--- config.mk ---
export PLATFORM = sky130hd
export DESIGN_NAME = climate_chamber_mode_controller
export DESIGN_NICKNAME = d
export VERILOG_FILES = /design/src/sv/ccmc_pkg.sv /design/src/sv/ccmc_cfg_regs.sv /design/src/sv/ccmc_ctrl.sv /design/src/sv/climate_chamber_mode_controller.sv
export SDC_FILE = /design/constraint.sdc
export NUM_CORES = 2
export LEC_CHECK = 0
export ABC_CLOCK_PERIOD_IN_PS = 16800
export BUFFER_PORTS_ARGS = -buffer_cell sky130_fd_sc_hd__buf_4
export CORE_MARGIN = 2
export CORE_UTILIZATION = 40
export DETAILED_ROUTE_END_ITERATION = 8
export PLACE_DENSITY = 0.57
export SLEW_MARGIN = 10
export SYNTH_ARGS = -nofsm -noshare
export SYNTH_HDL_FRONTEND = slang
export SYNTH_HIERARCHICAL = 1
export SYNTH_SLANG_ARGS = --single-unit
--- constraint.sdc ---
create_clock -name i_clk -period 16.8 [get_ports i_clk]
set_input_delay 0.84 -clock i_clk [delete_from_list [all_inputs] [get_ports i_clk]]
set_output_delay 0.84 -clock i_clk [all_outputs]
set_load 0.005 [all_outputs]
--- src/sv/ccmc_pkg.sv ---
`default_nettype none
// ----------------------------------------------------------------------------
// ccmc_pkg
// Shared types, register indexes and reset values of the chamber mode
// controller.
// ----------------------------------------------------------------------------
package ccmc_pkg;

    localparam int TIME_W  = 32;
    localparam int TEMP_W  = 11;
    localparam int HUM_W   = 10;
    localparam int CODE_W  = 3;
    localparam int CFG_IDX_W  = 3;
    localparam int CFG_DATA_W = 32;
    localparam int S_TDATA_W  = 56;
    localparam int M_TDATA_W  = 32;

    localparam logic [TIME_W-1:0] C_MAX_COOL_RUN_MS  = 32'd600000;
    localparam logic [TIME_W-1:0] C_MAX_HEAT_RUN_MS  = 32'd600000;
    localparam logic [TIME_W-1:0] C_MAX_HUMID_RUN_MS = 32'd600000;

    localparam logic [TEMP_W-1:0] C_TEMP_UPPER_RST  = 11'sd250;
    localparam logic [TEMP_W-1:0] C_TEMP_LOWER_RST  = 11'sd180;
    localparam logic [HUM_W-1:0]  C_HUM_LOWER_RST   = 10'd850;
    localparam logic [TIME_W-1:0] C_SETTLE_RST      = 32'd5000;
    localparam logic [TIME_W-1:0] C_VENT_DUR_RST    = 32'd60000;
    localparam logic [TIME_W-1:0] C_COOLER_REST_RST = 32'd300000;
    localparam logic [TIME_W-1:0] C_HEATER_REST_RST = 32'd300000;
    localparam logic [TIME_W-1:0] C_HUMID_REST_RST  = 32'd300000;

    // Register indexes on the configuration port
    typedef enum logic [CFG_IDX_W-1:0] {
        CFG_TEMP_UPPER   = 3'd0,
        CFG_TEMP_LOWER   = 3'd1,
        CFG_HUM_LOWER    = 3'd2,
        CFG_SETTLE       = 3'd3,
        CFG_VENT_DUR     = 3'd4,
        CFG_COOLER_REST  = 3'd5,
        CFG_HEATER_REST  = 3'd6,
        CFG_HUMID_REST   = 3'd7
    } t_cfg_idx;

    // Controller state, one-hot
    typedef enum logic [4:0] {
        MODE_IDLE  = 5'b00001,
        MODE_COOL  = 5'b00010,
        MODE_HEAT  = 5'b00100,
        MODE_HUMID = 5'b01000,
        MODE_VENT  = 5'b10000
    } t_mode;

    // Mode codes as they appear on the output
    localparam logic [CODE_W-1:0] CODE_IDLE  = 3'd0;
    localparam logic [CODE_W-1:0] CODE_COOL  = 3'd1;
    localparam logic [CODE_W-1:0] CODE_HEAT  = 3'd2;
    localparam logic [CODE_W-1:0] CODE_HUMID = 3'd3;
    localparam logic [CODE_W-1:0] CODE_VENT  = 3'd4;

    typedef struct packed {
        logic [TEMP_W-1:0] temp_upper_limit;
        logic [TEMP_W-1:0] temp_lower_limit;
        logic [HUM_W-1:0]  humidity_lower_limit;
        logic [TIME_W-1:0] settle_delay_ms;
        logic [TIME_W-1:0] vent_duration_ms;
        logic [TIME_W-1:0] cooler_rest_ms;
        logic [TIME_W-1:0] heater_rest_ms;
        logic [TIME_W-1:0] humidifier_rest_ms;
    } t_cfg;

    typedef struct packed {
        logic [TIME_W-1:0] now_ms;
        logic [TEMP_W-1:0] temperature;
        logic [HUM_W-1:0]  humidity;
        logic              force_vent;
        logic              vent_due;
    } t_item;

    typedef struct packed {
        logic [CODE_W-1:0] mode;
        logic              peltier_on;
        logic              peltier_heat;
        logic              fan_on;
        logic              flap_open;
        logic              humidifier_on;
        logic [TEMP_W-1:0] held_temperature;
        logic [HUM_W-1:0]  held_humidity;
        logic              settling;
    } t_result;

    function automatic logic [CODE_W-1:0] mode_code(input t_mode m);
        logic [CODE_W-1:0] c;
        case (m)
            MODE_COOL:  c = CODE_COOL;
            MODE_HEAT:  c = CODE_HEAT;
            MODE_HUMID: c = CODE_HUMID;
            MODE_VENT:  c = CODE_VENT;
            default:    c = CODE_IDLE;
        endcase
        return c;
    endfunction

endpackage
`default_nettype wire

--- src/sv/ccmc_cfg_regs.sv ---
`default_nettype none
// ----------------------------------------------------------------------------
// ccmc_cfg_regs
// Configuration register file: limits, settle delay, vent length and rest
// times, written by index.
// ----------------------------------------------------------------------------
module ccmc_cfg_regs (
    input  wire logic                              i_clk,
    input  wire logic                              i_rst_n,
    input  wire logic                              i_cfg_we,
    input  wire logic [ccmc_pkg::CFG_IDX_W-1:0]    i_cfg_addr,
    input  wire logic [ccmc_pkg::CFG_DATA_W-1:0]   i_cfg_wdata,
    output ccmc_pkg::t_cfg                         o_cfg
);

    ccmc_pkg::t_cfg r_cfg;

    always_ff @(posedge i_clk) begin
        if (!i_rst_n) begin
            r_cfg.temp_upper_limit     <= ccmc_pkg::C_TEMP_UPPER_RST;
            r_cfg.temp_lower_limit     <= ccmc_pkg::C_TEMP_LOWER_RST;
            r_cfg.humidity_lower_limit <= ccmc_pkg::C_HUM_LOWER_RST;
            r_cfg.settle_delay_ms      <= ccmc_pkg::C_SETTLE_RST;
            r_cfg.vent_duration_ms     <= ccmc_pkg::C_VENT_DUR_RST;
            r_cfg.cooler_rest_ms       <= ccmc_pkg::C_COOLER_REST_RST;
            r_cfg.heater_rest_ms       <= ccmc_pkg::C_HEATER_REST_RST;
            r_cfg.humidifier_rest_ms   <= ccmc_pkg::C_HUMID_REST_RST;
        end else if (i_cfg_we) begin
            case (ccmc_pkg::t_cfg_idx'(i_cfg_addr))
                ccmc_pkg::CFG_TEMP_UPPER: begin
                    r_cfg.temp_upper_limit <= i_cfg_wdata[ccmc_pkg::TEMP_W-1:0];
                end
                ccmc_pkg::CFG_TEMP_LOWER: begin
                    r_cfg.temp_lower_limit <= i_cfg_wdata[ccmc_pkg::TEMP_W-1:0];
                end
                ccmc_pkg::CFG_HUM_LOWER: begin
                    r_cfg.humidity_lower_limit <= i_cfg_wdata[ccmc_pkg::HUM_W-1:0];
                end
                ccmc_pkg::CFG_SETTLE:      r_cfg.settle_delay_ms    <= i_cfg_wdata;
                ccmc_pkg::CFG_VENT_DUR:    r_cfg.vent_duration_ms   <= i_cfg_wdata;
                ccmc_pkg::CFG_COOLER_REST: r_cfg.cooler_rest_ms     <= i_cfg_wdata;
                ccmc_pkg::CFG_HEATER_REST: r_cfg.heater_rest_ms     <= i_cfg_wdata;
                ccmc_pkg::CFG_HUMID_REST:  r_cfg.humidifier_rest_ms <= i_cfg_wdata;
                default: ;
            endcase
        end
    end

    assign o_cfg = r_cfg;

endmodule
`default_nettype wire

--- src/sv/ccmc_ctrl.sv ---
`default_nettype none
// ----------------------------------------------------------------------------
// ccmc_ctrl
// Mode state machine: timestamps, rest bookkeeping and held samples, with
// the single-pass next-state and result logic for one sample.
// ----------------------------------------------------------------------------
module ccmc_ctrl #(
    parameter logic [ccmc_pkg::TIME_W-1:0] MAX_COOL_RUN_MS  = ccmc_pkg::C_MAX_COOL_RUN_MS,
    parameter logic [ccmc_pkg::TIME_W-1:0] MAX_HEAT_RUN_MS  = ccmc_pkg::C_MAX_HEAT_RUN_MS,
    parameter logic [ccmc_pkg::TIME_W-1:0] MAX_HUMID_RUN_MS = ccmc_pkg::C_MAX_HUMID_RUN_MS
) (
    input  wire logic        i_clk,
    input  wire logic        i_rst_n,
    input  wire logic        i_fire,
    input  wire ccmc_pkg::t_cfg  i_cfg,
    input  wire ccmc_pkg::t_item i_item,
    output ccmc_pkg::t_result o_result
);

    ccmc_pkg::t_mode r_mode, n_mode;
    logic [ccmc_pkg::TIME_W-1:0] r_mode_change, n_mode_change;
    logic [ccmc_pkg::TIME_W-1:0] r_cool_start, n_cool_start;
    logic [ccmc_pkg::TIME_W-1:0] r_heat_start, n_heat_start;
    logic [ccmc_pkg::TIME_W-1:0] r_humid_start, n_humid_start;
    logic [ccmc_pkg::TIME_W-1:0] r_cooler_end, n_cooler_end;
    logic [ccmc_pkg::TIME_W-1:0] r_heater_end, n_heater_end;
    logic [ccmc_pkg::TIME_W-1:0] r_humid_end, n_humid_end;
    logic                        r_pending, n_pending;
    logic [ccmc_pkg::TEMP_W-1:0] r_last_temp, n_last_temp;
    logic [ccmc_pkg::HUM_W-1:0]  r_last_hum, n_last_hum;

    logic [ccmc_pkg::TIME_W-1:0] now;
    logic [ccmc_pkg::TIME_W-1:0] el_mode, el_cool, el_heat, el_humid;
    logic [ccmc_pkg::TIME_W-1:0] el_cooler_rest, el_heater_rest, el_humid_rest;
    logic temp_hot, temp_cold, hum_dry, hum_wet;
    logic pending_set, settling;

    // Wrapping elapsed times
    assign now            = i_item.now_ms;
    assign el_mode        = now - r_mode_change;
    assign el_cool        = now - r_cool_start;
    assign el_heat        = now - r_heat_start;
    assign el_humid       = now - r_humid_start;
    assign el_cooler_rest = now - r_cooler_end;
    assign el_heater_rest = now - r_heater_end;
    assign el_humid_rest  = now - r_humid_end;

    assign temp_hot  = $signed(i_item.temperature) >= $signed(i_cfg.temp_upper_limit);
    assign temp_cold = $signed(i_item.temperature) <= $signed(i_cfg.temp_lower_limit);
    assign hum_dry   = i_item.humidity < i_cfg.humidity_lower_limit;
    assign hum_wet   = i_item.humidity > i_cfg.humidity_lower_limit;

    assign pending_set = r_pending | i_item.force_vent;
    assign settling    = (r_mode == ccmc_pkg::MODE_IDLE) && (el_mode < i_cfg.settle_delay_ms);

    always_comb begin
        n_mode        = r_mode;
        n_mode_change = r_mode_change;
        n_cool_start  = r_cool_start;
        n_heat_start  = r_heat_start;
        n_humid_start = r_humid_start;
        n_cooler_end  = r_cooler_end;
        n_heater_end  = r_heater_end;
        n_humid_end   = r_humid_end;
        n_pending     = pending_set;
        n_last_temp   = r_last_temp;
        n_last_hum    = r_last_hum;
        if (!settling) begin
            n_last_temp = i_item.temperature;
            n_last_hum  = i_item.humidity;
            case (r_mode)
                ccmc_pkg::MODE_IDLE: begin
                    if (pending_set || i_item.vent_due) begin
                        n_mode        = ccmc_pkg::MODE_VENT;
                        n_mode_change = now;
                        n_pending     = 1'b0;
                    end else if (temp_hot && el_cooler_rest >= i_cfg.cooler_rest_ms) begin
                        n_mode        = ccmc_pkg::MODE_COOL;
                        n_cool_start  = now;
                        n_mode_change = now;
                    end else if (temp_cold && el_heater_rest >= i_cfg.heater_rest_ms) begin
                        n_mode        = ccmc_pkg::MODE_HEAT;
                        n_heat_start  = now;
                        n_mode_change = now;
                    end else if (hum_dry && el_humid_rest >= i_cfg.humidifier_rest_ms) begin
                        n_mode        = ccmc_pkg::MODE_HUMID;
                        n_humid_start = now;
                        n_mode_change = now;
                    end
                end
                ccmc_pkg::MODE_VENT: begin
                    if (el_mode >= i_cfg.vent_duration_ms) begin
                        n_mode        = ccmc_pkg::MODE_IDLE;
                        n_mode_change = now;
                    end
                end
                ccmc_pkg::MODE_COOL: begin
                    if (!temp_hot || el_cool >= MAX_COOL_RUN_MS) begin
                        n_cooler_end  = now;
                        n_mode        = ccmc_pkg::MODE_IDLE;
                        n_mode_change = now;
                    end
                end
                ccmc_pkg::MODE_HEAT: begin
                    if (!temp_cold || el_heat >= MAX_HEAT_RUN_MS) begin
                        n_heater_end  = now;
                        n_mode        = ccmc_pkg::MODE_IDLE;
                        n_mode_change = now;
                    end
                end
                ccmc_pkg::MODE_HUMID: begin
                    if (hum_wet || el_humid >= MAX_HUMID_RUN_MS) begin
                        n_humid_end   = now;
                        n_mode        = ccmc_pkg::MODE_IDLE;
                        n_mode_change = now;
                    end
                end
                default: begin
                    n_mode        = ccmc_pkg::MODE_IDLE;
                    n_mode_change = now;
                end
            endcase
        end
    end

    // Result reflects the state after this sample
    always_comb begin
        o_result.mode             = ccmc_pkg::mode_code(n_mode);
        o_result.peltier_on       = (n_mode == ccmc_pkg::MODE_COOL) ||
                                    (n_mode == ccmc_pkg::MODE_HEAT);
        o_result.peltier_heat     = (n_mode == ccmc_pkg::MODE_HEAT);
        o_result.fan_on           = (n_mode == ccmc_pkg::MODE_VENT);
        o_result.flap_open        = (n_mode == ccmc_pkg::MODE_VENT);
        o_result.humidifier_on    = (n_mode == ccmc_pkg::MODE_HUMID);
        o_result.held_temperature = n_last_temp;
        o_result.held_humidity    = n_last_hum;
        o_result.settling         = settling;
    end

    always_ff @(posedge i_clk) begin
        if (!i_rst_n) begin
            r_mode        <= ccmc_pkg::MODE_IDLE;
            r_mode_change <= '0;
            r_cool_start  <= '0;
            r_heat_start  <= '0;
            r_humid_start <= '0;
            r_cooler_end  <= '0;
            r_heater_end  <= '0;
            r_humid_end   <= '0;
            r_pending     <= 1'b0;
            r_last_temp   <= '0;
            r_last_hum    <= '0;
        end else if (i_fire) begin
            r_mode        <= n_mode;
            r_mode_change <= n_mode_change;
            r_cool_start  <= n_cool_start;
            r_heat_start  <= n_heat_start;
            r_humid_start <= n_humid_start;
            r_cooler_end  <= n_cooler_end;
            r_heater_end  <= n_heater_end;
            r_humid_end   <= n_humid_end;
            r_pending     <= n_pending;
            r_last_temp   <= n_last_temp;
            r_last_hum    <= n_last_hum;
        end
    end

endmodule
`default_nettype wire

--- src/sv/climate_chamber_mode_controller.sv ---
`default_nettype none
// ----------------------------------------------------------------------------
// climate_chamber_mode_controller
// Five-mode chamber controller (idle, cooling, heating, humidifying,
// ventilating) driven by timestamped sensor samples.
// ----------------------------------------------------------------------------
//
//  Channel   Direction  Handshake                   Content
//  s_axis    in         tvalid/tready               one sensor sample per transfer
//  m_axis    out        tvalid/tready               mode, actuators, held samples
//  cfg       in         i_cfg_we (no back-pressure) register index + write data
//
//  A sample goes from the input register through the mode logic into the
//  result register. One sample per cycle is sustained while m_axis_tready
//  stays high; the mode state registers update only when a sample moves
//  from the input register into the result register.
//  Reset (i_rst_n low, synchronous) empties both stages, restores the
//  register defaults and puts the controller in idle with all times at zero.
//  While m_axis is stalled the result holds; one more sample may wait in the
//  input register, then s_axis_tready drops.
//
module climate_chamber_mode_controller #(
    parameter logic [ccmc_pkg::TIME_W-1:0] MAX_COOL_RUN_MS  = ccmc_pkg::C_MAX_COOL_RUN_MS,
    parameter logic [ccmc_pkg::TIME_W-1:0] MAX_HEAT_RUN_MS  = ccmc_pkg::C_MAX_HEAT_RUN_MS,
    parameter logic [ccmc_pkg::TIME_W-1:0] MAX_HUMID_RUN_MS = ccmc_pkg::C_MAX_HUMID_RUN_MS
) (
    input  wire logic                              i_clk,
    input  wire logic                              i_rst_n,
    // configuration write port
    input  wire logic                              i_cfg_we,
    input  wire logic [ccmc_pkg::CFG_IDX_W-1:0]    i_cfg_addr,
    input  wire logic [ccmc_pkg::CFG_DATA_W-1:0]   i_cfg_wdata,
    // sample stream
    input  wire logic                              s_axis_tvalid,
    output      logic                              s_axis_tready,
    // now_ms[31:0], temperature[42:32], humidity[52:43], force_vent[53],
    // vent_due[54], zero[55]
    input  wire logic [ccmc_pkg::S_TDATA_W-1:0]    s_axis_tdata,
    // result stream
    output      logic                              m_axis_tvalid,
    input  wire logic                              m_axis_tready,
    // mode[2:0], peltier_on[3], peltier_heat[4], fan_on[5], flap_open[6],
    // humidifier_on[7], held_temperature[18:8], held_humidity[28:19],
    // settling[29], zero[31:30]
    output      logic [ccmc_pkg::M_TDATA_W-1:0]    m_axis_tdata
);

    localparam int RES_W = $bits(ccmc_pkg::t_result);

    ccmc_pkg::t_cfg    cfg;
    ccmc_pkg::t_item   r_in_item;
    ccmc_pkg::t_result step_result;
    ccmc_pkg::t_result r_out;
    logic              r_in_valid;
    logic              r_out_valid;
    logic              advance;
    logic              fire;

    // Result register frees up when empty or when its transfer completes
    assign advance       = !r_out_valid || m_axis_tready;
    assign fire          = r_in_valid && advance;
    assign s_axis_tready = !r_in_valid || advance;

    ccmc_cfg_regs u_cfg (
        .i_clk       (i_clk),
        .i_rst_n     (i_rst_n),
        .i_cfg_we    (i_cfg_we),
        .i_cfg_addr  (i_cfg_addr),
        .i_cfg_wdata (i_cfg_wdata),
        .o_cfg       (cfg)
    );

    ccmc_ctrl #(
        .MAX_COOL_RUN_MS  (MAX_COOL_RUN_MS),
        .MAX_HEAT_RUN_MS  (MAX_HEAT_RUN_MS),
        .MAX_HUMID_RUN_MS (MAX_HUMID_RUN_MS)
    ) u_ctrl (
        .i_clk    (i_clk),
        .i_rst_n  (i_rst_n),
        .i_fire   (fire),
        .i_cfg    (cfg),
        .i_item   (r_in_item),
        .o_result (step_result)
    );

    // Input stage: take a transfer whenever the stage is empty or draining
    always_ff @(posedge i_clk) begin
        if (!i_rst_n) begin
            r_in_valid <= 1'b0;
        end else if (s_axis_tready) begin
            r_in_valid <= s_axis_tvalid;
        end
    end

    always_ff @(posedge i_clk) begin
        if (s_axis_tvalid && s_axis_tready) begin
            r_in_item.now_ms      <= s_axis_tdata[31:0];
            r_in_item.temperature <= s_axis_tdata[42:32];
            r_in_item.humidity    <= s_axis_tdata[52:43];
            r_in_item.force_vent  <= s_axis_tdata[53];
            r_in_item.vent_due    <= s_axis_tdata[54];
        end
    end

    // Result stage: hold while the sink stalls
    always_ff @(posedge i_clk) begin
        if (!i_rst_n) begin
            r_out_valid <= 1'b0;
        end else if (advance) begin
            r_out_valid <= r_in_valid;
        end
    end

    always_ff @(posedge i_clk) begin
        if (fire) begin
            r_out <= step_result;
        end
    end

    assign m_axis_tvalid = r_out_valid;

    always_comb begin
        m_axis_tdata        = '0;
        m_axis_tdata[2:0]   = r_out.mode;
        m_axis_tdata[3]     = r_out.peltier_on;
        m_axis_tdata[4]     = r_out.peltier_heat;
        m_axis_tdata[5]     = r_out.fan_on;
        m_axis_tdata[6]     = r_out.flap_open;
        m_axis_tdata[7]     = r_out.humidifier_on;
        m_axis_tdata[18:8]  = r_out.held_temperature;
        m_axis_tdata[28:19] = r_out.held_humidity;
        m_axis_tdata[RES_W-1] = r_out.settling;
    end

endmodule
`default_nettype wire
Yosys cells after proc, flatten, opt, wreduce, memory -nomap -nowiden:

Index checks and enable logic that the tools add are counted.

* flip-flop bits (word level): 529
* input port bits: 96
* output and inout port bits: 34
* word-level logic and storage cells: 137

* add/subtract/negate cells: 7
* $lt $le $gt $ge: 12
* equal/unequal tests: 21
* muxes and demuxes: 25
* bitwise logic cells: 5
* reductions and logical operators: 33

Operator list (count)
* 32-bit two-way mux: 8
* 32-bit subtractor: 7
* 32-bit case mux with 5 select lines: 1
* 32-bit greater-or-equal comparator: 4
* 32-bit by 20-bit greater-or-equal comparator with 1-bit output, second input constant: 3
* 5-bit two-way mux: 9
* 32-bit < comparator: 1
* 5-bit case mux with 5 select lines: 1
* 2-bit AND reduction: 8
* 7-bit AND reduction: 2
* 3-bit == test, second input constant: 4
* 3-bit case mux with 4 select lines: 1
* 4-bit AND reduction: 3
* 11-bit greater-or-equal comparator: 1
* 11-bit less-or-equal comparator: 1
* 11-bit two-way mux: 1
* 5-bit by 2-bit == test with 1-bit output, second input constant: 2
* 5-bit by 3-bit == test with 1-bit output, second input constant: 2
* 5-bit by 4-bit == test with 1-bit output, second input constant: 2
* 5-bit == test, second input constant: 2
* 10-bit > comparator: 1
* 10-bit < comparator: 1
* 10-bit two-way mux: 1
* 2-bit by 1-bit inequality test with 1-bit output, second input constant: 4
* other kinds (13): 33

Logic depth before layout (Yosys ltp):

* depth after elaboration: 11
* gate-level depth with buffers: 30
* gate-level depth less buffers: 28

Cells and area by module:

The synthesis kept the hierarchy.

By module, submodules not included
* ccmc_ctrl: times used 1, cells an instance 3572, area an instance 26437.9 um^2
* ccmc_cfg_regs: times used 1, cells an instance 684, area an instance 7170.6 um^2
* climate_chamber_mode_controller: times used 1, cells an instance 97, area an instance 2675.1 um^2

Worst setup path before layout:

No wires, ideal clock.

* path kind: flip-flop to flip-flop
* start point: register r_in_item[23] in the netlist's numbering
* end point: register u_ctrl/r_humid_start[10] in the netlist's numbering
* library setup time: 0.128 ns
* data arrival time: 5.929 ns
* slack: 10.744 ns
* stages on the path, launching flop included: 29
* path buffers: 2
* cells stage by stage: edfxtp_1 -> inv_1 -> ha_1 -> inv_1 -> fa_1 -> a21o_1 -> a21o_1 -> a21oi_1 -> o21ai_0 -> a41oi_1 -> a21oi_1 -> a211oi_1 -> o21ai_0 -> a221o_1 -> a21o_1 -> a21oi_1 -> xnor2_1 -> ha_1 -> a21o_1 -> a21oi_1 -> nor2b_1 -> nor4_1 -> nand3_1 -> nand2_1 -> a211o_1 -> clkbuf_1 -> clkbuf_1 -> mux2i_1 -> nor2_1

* cells in the longest elaborated chain, start to end: 5
* elaborated cells on any way between the ends: 16

RTL lines
* start: declaration: line climate_chamber_mode_controller.sv:51 `ccmc_pkg::t_item r_in_item;`
* 32-bit subtractor (on tied branches): line ccmc_ctrl.sv:44, ccmc_ctrl.sv:40, ccmc_ctrl.sv:45
* 32-bit greater-or-equal comparator, or another cell as far along: line ccmc_ctrl.sv:77 `end else if (temp_hot && el_cooler_rest >= i_cfg.cooler_rest_ms) begin`
* 1-bit logical AND (on tied branches): line ccmc_ctrl.sv:77, ccmc_ctrl.sv:54, ccmc_ctrl.sv:81
* 1-bit inverter (no line)
* 7-bit AND reduction (no line) *
* end signal: assignment: line ccmc_ctrl.sv:158 `r_humid_start <= n_humid_start;`
* end: declaration: line ccmc_ctrl.sv:24 `logic [ccmc_pkg::TIME_W-1:0] r_humid_start, n_humid_start;`

Mark *: on every way between the ends. The rest lies on a longest branch, timed or not.
A chain may end at the register's enable or synchronous reset.

Worst setup path after layout:

* start point: register r_in_item[23] in the netlist's numbering
* end point: register u_ctrl/r_humid_start[12] in the netlist's numbering

Same word-level chain as after synthesis.

==> run_results.csv <==
group,metric,value,unit
run_status,status,"completed",
clocking,cts_buffers,67,
sta,slew_viol_final,0,
finish,fillers,9018,
sta,rsz0062_at_grt,"no",
worst_setup_path,startpoint_type,"flop",
global_route,grt.overflow.total,0,
clocking,holdBufCountCts,0,
placement,gp_congestion,0.874,
sta,worst_pin_slew,1.15,ns
clocking,cts_tree,"yes",
clocking,cts_sinks,530,
route,first_pass_iters,5,
sta,fin_crit,8.74,ns
power,powerDensity,89.1,mW/mm^2
sta,hold_violations,0,
floorplan,core_region_area,0.0900,sq mm
floorplan,ioPinCount,130,
yosys,syn_inst,4353,
yosys,syn_area_per_cell,8.34,sq um
route,vias,29700,
finish,drive_above_1_share,0.0724,
power,power_leakage,0.0177,uW
global_route,grt_max_degree,250,
power,power,3620,uW
power,vdd_drop_max,0.0000581,V
route,wl,95000,um
worst_setup_path,worstPathArrival,9.20,ns
global_route,use_met3,0.0236,
placement,post-place-ws,8.11,ns
clocking,clock_latency,0.63,ns
yosys,synth_area,0.0363,sq mm
placement,portBuffers,126,
sta,final.setup_skew,0.0243,ns
yosys,synth_edf_count,85,
clocking,post-cts-setup-buffer-count,0,
clocking,clk_path_buf_depth,3,
finish,n_antenna_cell,0,
floorplan,dieArea,0.0931,sq mm
clocking,cts.htree.levels,3,
sta,setup_viol,0,
clocking,cts_root_buf,"clkbuf_16",
min_path,hold_class,"in2reg",
sta,fmax,114,MHz
yosys,synth-seq-cells,530,
global_route,grt.total_usage,0.201,
sta,slew_headroom,0.217,
route,drc,0,
yosys,async_flop_share,0,
sta,layout_setup_ws,8.06,ns
floorplan,floorplan.initialDensity,0.403,
global_route,grt_use_met1,0.284,
worst_setup_path,worst-endpoint-required,17.26,ns
route,drtIter0Drc,1869,
yosys,seq_area_frac_synth,0.316,
floorplan,die_w,305,um
floorplan,chipHeight,305,um
global_route,busiest_layer,"met2",
worst_setup_path,path_max_fanout,33,
clocking,cts-resized-gates,0,
route,vias_per_cell,5.25,
finish,areaGrowthSynthToFinish,12.0,%
finish,nNetsFinal,4947,
yosys,yosys_warnings,6,
finish,seq_area,0.0115,sq mm
global_route,grt_pass1_vias,27700,
yosys,ys.flop_type,"dfxtp_1",
global_route,antenna_found_initial,0,
job,cap_violations,0,
global_route,grt_pass1_wl,152000,um
sta,whs,0.388,ns
finish,final_util,0.452,
route,wire_per_inst,16.8,um
sta,finalSetupTns,0,ns
global_route,grtUsageMet2,0.326,
finish,multi_input_comb_area,0.0223,sq mm
route,ant_nets,0,
sta,timing.final.crit_share,0.520,
worst_setup_path,crit_type,"reg2reg",
placement,hpwl,69800,um
floorplan,num_rows,110,
worst_setup_path,cp-end-kind,"flop",
yosys,synth_cell_type_count,90,
clocking,clkSlewWorstSetupHoldPaths,0.06,ns
==> path summary, 6_finish.rpt <==
check,cells after the start,startpoint,to,slack [ns]
worst min-delay path,1,s_axis_tdata[44],r_in_item[3],0.39
worst max-delay path,26,r_in_item[23],u_ctrl/r_humid_start[12],8.06
worst max register to register,26,r_in_item[23],u_ctrl/r_humid_start[12],8.06
worst min register to register,2,u_ctrl/r_cool_start[19],u_ctrl/r_cool_start[19],0.45
==> layout by cell type (no fill, tap or decap), drive strengths merged, types with 13 or more instances in the layout <==
master	n
nand2	565
inv	468
dfxtp	445
ha	408
mux2i	369
nor2	319
a21oi	314
buf	181
o21ai	150
a21o	132
nor2b	113
clkbuf	100
xnor2	97
edfxtp	85
nand4	55
nand3	52
nor3	51
nand2b	49
a211oi	46
o21a	45
xor2	43
and3	29
a31oi	25
o21bai	24
o211ai	23
or3	17
or2	16
a21boi	16
o2111ai	14
nor3b	14
and2	13
clkinv	13
==> critical path, stage by stage (launching register included) <==
cell and delay, ns:
edfxtp_1 0.53, inv_1 0.38, ha_1 0.24, inv_1 0.05, fa_1 0.41, a21o_1 0.20, a21o_1 0.19, a21oi_1 0.21
o21ai_0 0.17, a41oi_1 0.36, a21oi_1 0.20, a211oi_1 0.56, o21ai_0 0.36, a221o_1 0.42, a21o_1 0.20, a21oi_1 0.17
xnor2_1 0.13, ha_1 0.30, nand4_1 0.12, nor3_1 0.51, o211ai_1 0.34, nand3_1 0.18, buf_4 0.28, nand2_1 0.72
a211o_2 0.93, mux2i_1 0.29, nor2_1 0.06
==> metal layers <==
layer  share of wire  vias up
met1            0.50    13900
met5               0        -
met3           0.038      101
li1                -    15300
met2            0.45      454
met4           0.017        0
==> flip-flops by register name, summed over array words and instances (netlist names) <==
signal	flops
u_cfg/o_cfg	192
r_in_item	55
u_ctrl/r_cool_start	32
u_ctrl/r_cooler_end	32
u_ctrl/r_heat_start	32
u_ctrl/r_heater_end	32
u_ctrl/r_humid_end	32
u_ctrl/r_humid_start	32
u_ctrl/r_mode_change	32
m_axis_tdata	30
u_ctrl/r_last_temp	11
u_ctrl/r_last_hum	10
u_ctrl/r_mode	5
m_axis_tvalid	1
r_in_valid	1
u_ctrl/r_pending	1
==> through the flow <==
step	area, sq um	instances
final	40600	5662
after global routing	40600	5662
after CTS	40600	5662
after detailed placement	38400	5543
after global placement	38400	5543
after floorplan	36300	4354
==> report_power, final <==
group          total [uW]  switching [uW]  internal (uW)
Sequential           1360            22.4           1340
Clock                1470             585            884
Combinational         792             472            320
Total                3620            1080           2540
==> cell families (layout without fill, tap and decap cells) <==
logic type,Yosys count,after routing,share of synthesized area
buffers and inverters,636,768,0.0701
adders and majority gates,415,415,0.145
DFF,530,530,0.316
muxes,370,370,0.102
AOI/OAI and AO/OA,905,905,0.159
other,1,2,0.000103
xor gates and xnor gates,140,140,0.0338
and+or+nand+nor,1356,1356,0.174
==> cell type report <==
class	instances	area share
Multi-Input combinational cell	3188	0.550
Clock inverter	19	0.00597
Inverter	468	0.0433
Clock buffer	100	0.0491
Timing Repair Buffer	181	0.0339
Tap cell	1176	0.0362
Sequential cell	530	0.282
==> cell usage after synthesis (11+ instances only) <==
| library cell | number | share of area |
|---|---|---|
| nor2b_1 | 112 | 0.019 |
| nor3b_1 | 13 | 0.0027 |
| a21o_1 | 131 | 0.027 |
| clkbuf_1 | 122 | 0.013 |
| o21a_1 | 45 | 0.0093 |
| nor3_1 | 51 | 0.0070 |
| a211oi_1 | 45 | 0.0093 |
| o31ai_1 | 11 | 0.0023 |
| o211ai_1 | 23 | 0.0048 |
| and3_1 | 28 | 0.0048 |
| or3_1 | 17 | 0.0029 |
| a31oi_1 | 25 | 0.0043 |
| nand4_1 | 55 | 0.0095 |
| o21bai_1 | 24 | 0.0050 |
| edfxtp_1 | 85 | 0.070 |
| nor2_1 | 319 | 0.033 |
| dfxtp_1 | 445 | 0.25 |
| nand3_1 | 51 | 0.0070 |
| o221ai_1 | 11 | 0.0027 |
| or2_2 | 15 | 0.0026 |
| nand2_1 | 565 | 0.058 |
| o2111ai_1 | 14 | 0.0034 |
| nand2b_1 | 49 | 0.0084 |
| and2_1 | 13 | 0.0022 |
| inv_1 | 467 | 0.048 |
| nor4_1 | 11 | 0.0019 |
| a21boi_0 | 15 | 0.0031 |
| mux2i_1 | 369 | 0.10 |
| o21ai_0 | 149 | 0.021 |
| buf_2 | 27 | 0.0037 |
| a21oi_1 | 314 | 0.043 |
| xor2_1 | 43 | 0.010 |
| ha_1 | 408 | 0.14 |
| xnor2_1 | 97 | 0.023 |
Power figures use the tool's default switching activity.
